**src/rtl/lkvc_pkg.sv**
```systemverilog
// ----------------------------------------------------------------------------
// lkvc_pkg
// Shared types and constants for the LRU key-value cache: operation codes,
// the entry record that moves along the cell row, and per-cell controls.
// ----------------------------------------------------------------------------
package lkvc_pkg;

	localparam int unsigned KEY_W          = 32;
	localparam int unsigned VALUE_W        = 32;
	localparam int unsigned CAP_W          = 5;
	localparam int unsigned ENTRIES_DEFAULT = 16;

	localparam logic [CAP_W-1:0]   CAP_RESET  = CAP_W'(16);
	localparam logic [VALUE_W-1:0] MISS_VALUE = '1;

	typedef enum logic {
		OP_GET = 1'b0,
		OP_PUT = 1'b1
	} op_t;

	// One stored entry, as handed from a cell to its neighbor.
	typedef struct packed {
		logic               valid;
		logic [KEY_W-1:0]   key;
		logic [VALUE_W-1:0] value;
	} entry_t;

	// Per-cell controls from the row controller.
	typedef struct packed {
		logic clear; // drop every entry (capacity write)
		logic load;  // take the neighbor's entry this cycle
		logic drop;  // the loaded entry lands past capacity: invalidate it
	} cell_ctrl_t;

endpackage

```
**src/rtl/lkvc_cell.sv**
```systemverilog
// ----------------------------------------------------------------------------
// lkvc_cell
// One slot of the recency row: holds an entry, compares its key against the
// lookup key, and loads its neighbor's entry when told to shift.
// ----------------------------------------------------------------------------
module lkvc_cell (
	input  logic                          clk,
	input  logic                          arst_n,
	input  lkvc_pkg::cell_ctrl_t          ctrl,
	input  lkvc_pkg::entry_t              prev,
	input  logic [lkvc_pkg::KEY_W-1:0]    lookup_key,
	output lkvc_pkg::entry_t              cur,
	output logic                          match
);
	import lkvc_pkg::*;

	logic               valid_q;
	logic [KEY_W-1:0]   key_q;
	logic [VALUE_W-1:0] value_q;

	always_ff @(posedge clk or negedge arst_n) begin
		if (!arst_n) begin
			valid_q <= 1'b0;
		end else if (ctrl.clear) begin
			valid_q <= 1'b0;
		end else if (ctrl.load) begin
			valid_q <= prev.valid & ~ctrl.drop;
		end
	end

	always_ff @(posedge clk) begin
		if (ctrl.load) begin
			key_q   <= prev.key;
			value_q <= prev.value;
		end
	end

	assign cur.valid = valid_q;
	assign cur.key   = key_q;
	assign cur.value = value_q;
	assign match     = valid_q && (key_q == lookup_key);

endmodule

```
**src/rtl/lru_key_value_cache_core.sv**
```systemverilog
// ----------------------------------------------------------------------------
// lru_key_value_cache_core
// Fully associative key-value cache with least-recently-used replacement,
// built as a row of cells ordered by recency.
// ----------------------------------------------------------------------------
// Cell 0 holds the most recent entry and each further cell the next older
// one; valid entries always form an unbroken run from cell 0. A transaction
// compares its key against every cell at once. A hit at cell p shifts cells
// 0..p down by one and puts the hit entry (with the new value on a put) into
// cell 0. A put of a new key shifts the whole row down and enters at cell 0;
// a cell at or beyond the capacity register drops what it receives, which
// evicts the least recent entry. A get returns one result transaction on the
// master side (tuser = found, tdata = stored value or all ones on a miss); a
// put returns nothing. The block takes one transaction per clock: the
// parallel key compare and the row shift complete in the same cycle, and a
// get's result sits in the output register from the next cycle. Input stalls
// only while that output register holds a result that is not taken.
// Capacity above ENTRIES behaves as ENTRIES; capacity zero stores nothing.
// Reset and every capacity write clear all valid bits together, so there
// is no clearing pass.
// ----------------------------------------------------------------------------
module lru_key_value_cache_core #(
	parameter int unsigned ENTRIES = lkvc_pkg::ENTRIES_DEFAULT
) (
	input  logic                        clk,
	input  logic                        arst_n,
	// configuration: capacity register
	input  logic                        capacity_we,
	input  logic [lkvc_pkg::CAP_W-1:0]  capacity_wdata,
	// request stream
	input  logic                        s_tvalid,
	output logic                        s_tready,
	input  logic [63:0]                 s_tdata,  // [31:0] key, [63:32] value
	input  logic [0:0]                  s_tuser,  // [0] kind (0 get, 1 put)
	// result stream
	output logic                        m_tvalid,
	input  logic                        m_tready,
	output logic [31:0]                 m_tdata,  // [31:0] read_value
	output logic [0:0]                  m_tuser   // [0] found
);
	import lkvc_pkg::*;

	localparam int unsigned IDX_W = (ENTRIES > 1) ? $clog2(ENTRIES) : 1;
	localparam int unsigned CMP_W = (IDX_W > CAP_W) ? IDX_W : CAP_W;

	logic [CAP_W-1:0]   capacity_q;
	logic               m_tvalid_q;
	logic [VALUE_W-1:0] m_tdata_q;
	logic               m_found_q;

	logic               accept;
	op_t                op;
	logic [KEY_W-1:0]   in_key;
	logic [VALUE_W-1:0] in_value;

	entry_t             link [ENTRIES+1];
	cell_ctrl_t         ctrl [ENTRIES];
	logic [ENTRIES-1:0] hit_vec;
	logic [ENTRIES-1:0] valid_vec;
	logic [ENTRIES-1:0] at_or_above;
	logic               hit_any;
	logic [VALUE_W-1:0] hit_value;
	logic               do_insert;

	assign op       = op_t'(s_tuser[0]);
	assign in_key   = s_tdata[31:0];
	assign in_value = s_tdata[63:32];

	// Output register frees the input side: take a new transaction whenever
	// the held result is gone or leaves this cycle.
	assign s_tready = !m_tvalid_q || m_tready;
	assign accept   = s_tvalid && s_tready;

	assign hit_any = |hit_vec;

	// Select the hit entry's value; at most one cell matches.
	always_comb begin
		hit_value = '0;
		for (int i = 0; i < ENTRIES; i++) begin
			hit_value = hit_value | (link[i+1].value & {VALUE_W{hit_vec[i]}});
		end
	end

	// A new key enters only on a put miss with room allowed.
	assign do_insert = (op == OP_PUT) && !hit_any && (capacity_q != '0);

	// Front of the row: the entry that lands in cell 0.
	assign link[0].valid = 1'b1;
	assign link[0].key   = in_key;
	assign link[0].value = (op == OP_PUT) ? in_value : hit_value;

	for (genvar i = 0; i < ENTRIES; i++) begin : g_cell
		// Cells at or before the hit position move down on a touch.
		assign at_or_above[i] = |(hit_vec >> i);

		assign ctrl[i].clear = capacity_we;
		assign ctrl[i].load  = accept && ((hit_any && at_or_above[i]) || do_insert);
		// On insert, anything pushed to or beyond capacity is evicted.
		assign ctrl[i].drop  = !hit_any && (CMP_W'(i) >= CMP_W'(capacity_q));

		lkvc_cell u_cell (
			.clk        (clk),
			.arst_n     (arst_n),
			.ctrl       (ctrl[i]),
			.prev       (link[i]),
			.lookup_key (in_key),
			.cur        (link[i+1]),
			.match      (hit_vec[i])
		);

		assign valid_vec[i] = link[i+1].valid;
	end

	// Capacity register and result register.
	always_ff @(posedge clk or negedge arst_n) begin
		if (!arst_n) begin
			capacity_q <= CAP_RESET;
			m_tvalid_q <= 1'b0;
		end else begin
			if (capacity_we) begin
				capacity_q <= capacity_wdata;
			end
			if (accept && (op == OP_GET)) begin
				m_tvalid_q <= 1'b1;
			end else if (m_tready) begin
				m_tvalid_q <= 1'b0;
			end
		end
	end

	// Hold the result payload until a new get replaces it.
	always_ff @(posedge clk) begin
		if (accept && (op == OP_GET)) begin
			m_found_q <= hit_any;
			m_tdata_q <= hit_any ? hit_value : MISS_VALUE;
		end
	end

	assign m_tvalid   = m_tvalid_q;
	assign m_tdata    = m_tdata_q;
	assign m_tuser[0] = m_found_q;

	// ------------------------------------------------------------------------
	// Assertions
	// ------------------------------------------------------------------------
	logic [ENTRIES:0] valid_run;
	assign valid_run = {1'b0, valid_vec} + (ENTRIES+1)'(1);

	// Keys are unique among valid cells.
	a_hit_onehot0: assert property (@(posedge clk) disable iff (!arst_n)
		$onehot0(hit_vec))
		else $error("more than one cell matched the lookup key");

	// Valid entries stay packed from cell 0.
	a_valid_packed: assert property (@(posedge clk) disable iff (!arst_n)
		$onehot(valid_run))
		else $error("valid cells do not form a run from cell 0");

	// Occupancy never exceeds the capacity register.
	a_within_cap: assert property (@(posedge clk) disable iff (!arst_n)
		$countones(valid_vec) <= int'(capacity_q))
		else $error("more valid cells than capacity");

	// A capacity write empties the row.
	a_cfg_clears: assert property (@(posedge clk) disable iff (!arst_n)
		capacity_we |=> (valid_vec == '0))
		else $error("row not cleared after capacity write");

	// Every accepted get shows a result next cycle.
	a_get_result: assert property (@(posedge clk) disable iff (!arst_n)
		(accept && (op == OP_GET)) |=> m_tvalid_q)
		else $error("accepted get produced no result");

endmodule

```
**config.mk**
```make
export PLATFORM = sky130hd
export DESIGN_NAME = lru_key_value_cache_core
export DESIGN_NICKNAME = d
export VERILOG_FILES = /design/src/rtl/lkvc_pkg.sv /design/src/rtl/lkvc_cell.sv /design/src/rtl/lru_key_value_cache_core.sv
export SDC_FILE = /design/constraint.sdc
export NUM_CORES = 1
export LEC_CHECK = 0
export BUFFER_PORTS_ARGS = -buffer_cell sky130_fd_sc_hd__buf_2
export CORE_MARGIN = 4
export CORE_UTILIZATION = 56
export DETAILED_ROUTE_END_ITERATION = 6
export MAX_ROUTING_LAYER = met4
export PLACE_DENSITY = 0.75
export SYNTH_ARGS = -nofsm -noshare
export SYNTH_HDL_FRONTEND = slang
export SYNTH_SLANG_ARGS = --single-unit
```
**constraint.sdc**
```tcl
create_clock -name clk -period 5.4 [get_ports clk]
set_input_delay 0 -clock clk [delete_from_list [all_inputs] [get_ports clk]]
set_output_delay 0 -clock clk [all_outputs]
set_load 0.05 [all_outputs]
```
* Word-level counts from Yosys, hierarchy flattened *
Index checks and enable logic that the tools add are counted.

word-level totals
  register bits after elaboration = 1079
  latch bits = 0
  memory bits (writable) = 0
  memory bits (read-only) = 0
  logic and storage cells = 301
  memories kept = 0

operators by class
  add/subtract/negate cells = 0
  multipliers = 0
  div/mod/pow operators = 0
  $lt $le $gt $ge = 16
  equal/unequal tests = 16
  shift-type cells = 0
  muxes and demuxes = 35
  bitwise gates (word level) = 63
  reductions and logical operators = 119

operators by type and width
  kind                                                                   number
  32-bit bitwise AND                                                     16
  32-bit == test                                                         16
  32-bit bitwise OR                                                      15
  1-bit logical AND                                                      67
  4-bit by 5-bit >= comparator with 1-bit output (first input constant)  8
  1-bit 2-to-1 mux                                                       34
  2-bit nonzero test                                                     17
  32-bit 2-to-1 mux                                                      1
  3-bit by 5-bit >= comparator with 1-bit output (first input constant)  4
  1-bit logical OR                                                       17
  1-bit inverter                                                         17
  16-bit OR reduction                                                    1
  1-bit bitwise AND                                                      15
  15-bit OR reduction                                                    1
  14-bit OR reduction                                                    1
  13-bit OR reduction                                                    1
  12-bit OR reduction                                                    1
  11-bit OR reduction                                                    1
  1-bit by 5-bit >= comparator with 1-bit output (first input constant)  2
  2-bit by 5-bit >= comparator with 1-bit output (first input constant)  2
  10-bit OR reduction                                                    1
  9-bit OR reduction                                                     1
  8-bit OR reduction                                                     1
  7-bit OR reduction                                                     1
  7 further kinds                                                        8

* Depth between registers and ports, before layout *
  word-level depth = 19
  mapped depth = 13

* Modules after synthesis *
From an unflattened synthesis, not the netlist that was laid out.

second synthesis, totals
  cells, all modules = 2388
  area, all modules = 42289.3 um^2

by module, submodules not included
  module                    instances  cells each  area each (um^2)  seq. area each (um^2)
  lkvc_cell                 16         113         2328.5            1946.9
  lru_key_value_cache_core  1          580         5033.6            1142.3

* Least setup slack after synthesis *
OpenSTA, ideal clock, no wires.

  path kind = flip-flop to flip-flop
  start = register g_cell[14].u_cell.key_q[27]
  end = register g_cell[12].u_cell.valid_q
  arrival = 5.644 ns
  slack = -0.551 ns
  cell stages (with the launch flop) = 8
  buffers on the path = 0
  clock period less this slack = 5.951 ns
  cells stage by stage = edfxtp_1 xor2_1 nor4_1 nand4_1 nor4_1 nor3_1 a31oi_1 mux2i_1

RTL lines
  item                    line             RTL
  start, declared         lkvc_cell.sv:18  logic [KEY_W-1:0] key_q;
  start signal, assigned  lkvc_cell.sv:33  key_q <= prev.key;
  end signal, assigned    lkvc_cell.sv:27  valid_q <= prev.valid & ~ctrl.drop;
  end, declared           lkvc_cell.sv:17  logic valid_q;

==> summary.md <==
| Metric | Value |
|---|---|
| GPL Wtd Cong | `1.05` |
| Nets | `3,020` |
| Placed cell areas | `46,000 um^2` |
| WL/cell | `31.9 um` |
| Top post-synthesis cells by area | `edfxtp_1 72%, xor2_1 8.5%, a22oi_1 2.8%` |
| Reg2reg setup slack | `1.10 ns` |
| CTS max path bufs | `3` |
| Total Routing Usage GR | `32.1%` |
| 1st-pass router iterations | `7` |
| Critical path endpoint category | `flip-flop` |
| Hold_buf cts | `68` |
| CTS buffer count | `104` |
| P per Cell Area | `365 nW/um^2` |
| Final Cycle Share | `79.6%` |
| Final setup skew | `0.0318 ns` |
| Wirelength, routed | `130 mm` |
| Design area | `50,100 um^2` |
| Status | `finished, final reports clean` |
| WHS Endpoint | `g_cell[0].u_cell.key_q[31]` |
| FMAX | `233 MHz` |
| Ys flop type | `edfxtp_1` |
| Crit Reg-Reg Startpoint | `g_cell[10].u_cell.key_q[28]` |
| Post-synth EDFFs | `1,057` |
| Die Wd | `288 um` |
| Fraction of layout cells with a size suffix above 1 | `13.1%` |
| Sequential area share after synthesis | `73.7%` |
| Worst reg2reg path depth | `13` |
| Post-DP HPWL | `82.1 mm` |
| Worst vdd ir | `0.000289 V` |
| # diodes | `0` |
| First DRT Iteration DRCs | `4,023` |
| Slew @ Worst Pin | `1.17 ns` |
| Comb pwr share | `6.3%` |
| H-tree levels | `3` |
| Worst min-delay path class | `in2reg` |
| Post-cts resize count | `0` |
| Max Cap Viol | `0` |
| Input/output buffers | `109` |
| Chip height | `288 um` |
| Post-layout util | `64.6%` |
| Vias per cell | `6.73` |
| Syn Area/Cell | `16.2 um^2` |
| Clk_lat worst skew | `0.67 ns` |
| Largest area contributor in the netlist | `edfxtp_1` |
| Pin count of the biggest net entering global routing | `66` |
| Initial antenna violation count | `0` |
| Post-CTS setup buffers | `0` |
| CTS tree | `built` |
| Arr. time, crit path | `4.60 ns` |
| DR DRC count | `0` |
| Ports | `110` |
| Max-slew violation count | `0` |
| Yosys top cell area share | `72.4%` |
| Initial Util | `56.6%` |
| Cell depth of the worst hold path | `2` |
| Synth Warn # | `0` |
| ANT nets after route | `0` |
| Sw power | `4.22 mW` |
| First-pass GRT wire length | `187 mm` |
| CTS clk-pin slew, worst paths | `0.06 ns` |
| Int Power | `14.1 mW` |
| Synth unique cells | `66` |
| Async SR Flop Fraction | `2.04%` |
| FF/Latch Area | `32,300 um^2` |
| Clock power frac | `39.5%` |
| Clock sink count | `1,079` |
| Fin worst setup slack | `1.10 ns` |
| Worst reg2reg path endpoint | `g_cell[1].u_cell.value_q[3]` |
| Most frequent cells in the layout | `1,057 x edfxtp_1, 425 x xor2_1, 174 x nor4_1, 166 x a22oi_1, 109 x buf_2` |
| Critical path data required time | `5.70 ns` |
| Syn-to-layout area delta | `14.2%` |
| Critical path class | `reg2reg` |
| Post-synthesis cell area | `43,800 um^2` |
| Final setup fails | `0` |
| CP Max Fanout | `40` |
| Leading cell type in the layout, fill and taps excluded | `edfxtp_1` |
| Die ar. | `82,800 um^2` |
| Slew margin rel. | `21.7%` |
| Num rows | `102` |
| Mapped Nets | `2,781` |
| GRT overflow | `0` |
| Crit start category | `flip-flop` |
| Fill count | `5,286` |
| Post-Synthesis Cells | `2,706` |
| DR vias | `27,348` |
| Sw frac | `23.1%` |
| Root buffer cell | `clkbuf_16` |
| Sequential Power Share | `54.2%` |
| Pwr Total | `18.3 mW` |
| Pleak | `16.5 nW` |
| RSZ-0062 raised after global routing | `false` |
| Fin crit period | `4.30 ns` |
| Hold Crit Start | `s_tdata[31]` |
| Hold Violations, Final | `0` |
| Area of the core | `77,500 um^2` |
| Multi-input logic area | `11,000 um^2` |
| Pre-CTS WS | `1.15 ns` |
| Post-synthesis register bit count | `1,079` |
| Vias in the first global route | `27,686` |
synthesized netlist by cell type (3+ instances only):
cell,count
edfxtp_1,1057
xor2_1,425
nor4_1,177
a22oi_1,166
xnor2_1,83
nand2_1,76
nand3_1,75
nand4_1,70
buf_2,63
nor2_1,63
a221oi_1,45
a22o_1,45
nor3_1,45
clkbuf_1,39
inv_1,39
mux2i_1,35
buf_4,25
dfrtp_1,21
nand4b_1,19
nor4b_1,16
a21oi_1,14
nand2b_1,10
nand3b_1,9
a31oi_1,7
and3_1,5
mux2_2,5
o211ai_1,5
or3_1,5
or4_1,5
nor4_2,4
a31o_2,3
buf_1,3
o21ai_0,3
o21bai_1,3
metal layers:
| metal | track usage, % | vias to the layer above | routed length (um) | share of wire (%) |
|---|---|---|---|---|
| met5 | - | - | 0 | 0 |
| met4 | 13.6 | 0 | 6380 | 4.9 |
| li1 | - | 11096 | - | - |
| met2 | 48.1 | 2318 | 59100 | 46 |
| met1 | 43.0 | 13469 | 47100 | 36 |
| met3 | 7.02 | 465 | 17300 | 13 |
metrics by stage:
stage,instances,TNS [ns],hold slack [ns]
6_report,4066,0,0.0363
3_5_place_dp,3811,0,0.0141
3_3_place_gp,3811,0,0.00822
5_1_grt,4066,0,0.0281
2_1_floorplan,2706,-115.66,-0.296
4_1_cts,4066,0,0.00116
kinds of logic (layout without fill, tap and decap cells):
kind of cell    count (synthesis)  in the layout  synth area share [%]
xor+xnor                      508            508                  10.2
buf+inv                       170            490                  1.87
mux                            41             41                 0.962
compound gates                311            311                  5.50
flops                        1079           1079                  73.7
simple gates                  597            597                  7.82
critical path: stages, from the launching register on:
cell and delay, ns:
edfxtp_1 0.43, xnor2_1 0.35, nand2_1 0.12, a2111oi_0 0.70
nand4_1 0.25, o311ai_0 0.15, buf_4 0.21, nor4_2 0.05
buf_4 0.16, a31o_2 0.36, clkinv_2 0.29, o21ai_1 0.21
clkinvlp_4 0.13, buf_4 0.49
sequential cells by signal, summed over array words and instances, names as in the netlist:
signal,count
capacity_q,5
g_cell.u_cell.key_q,512
g_cell.u_cell.valid_q,16
g_cell.u_cell.value_q,512
m_tdata,32
m_tuser,1
m_tvalid,1
power groups by stage:
stage / registers, mW / clock network, mW / logic (mW)
floorplan: 9.98 / 0 / 0.642
global placement: 10.0 / 0 / 1.06
detailed placement: 10.1 / 0 / 1.07
CTS: 9.89 / 7.28 / 1.12
global route: 9.92 / 7.65 / 1.20
finish: 9.90 / 7.23 / 1.15
final cells by class:
type                       count  share of cell area [%]
timing repair buffer         264                    4.03
sequential                  1079                    64.5
inverter                      39                   0.302
tap                         1040                    2.60
clock inverter                65                    1.30
clock buffer                 122                    5.38
multi-input combinational   1457                    21.9
worst max-delay path by stage:
stage / startpoint / to / slack [ns] / cells past startpoint
after detailed placement: s_tdata[14] / g_cell[1].u_cell.value_q[3] / 1.15 / 14
after floorplan: g_cell[14].u_cell.key_q[27] / g_cell[12].u_cell.valid_q / -0.55 / 7
after global routing: g_cell[10].u_cell.key_q[28] / g_cell[1].u_cell.value_q[3] / 1.04 / 13
after CTS: g_cell[10].u_cell.key_q[28] / g_cell[1].u_cell.key_q[18] / 1.20 / 13
after global placement: s_tdata[14] / g_cell[1].u_cell.value_q[3] / 1.15 / 13
final: g_cell[10].u_cell.key_q[28] / g_cell[1].u_cell.value_q[3] / 1.10 / 13
Power figures use the tool's default switching activity.
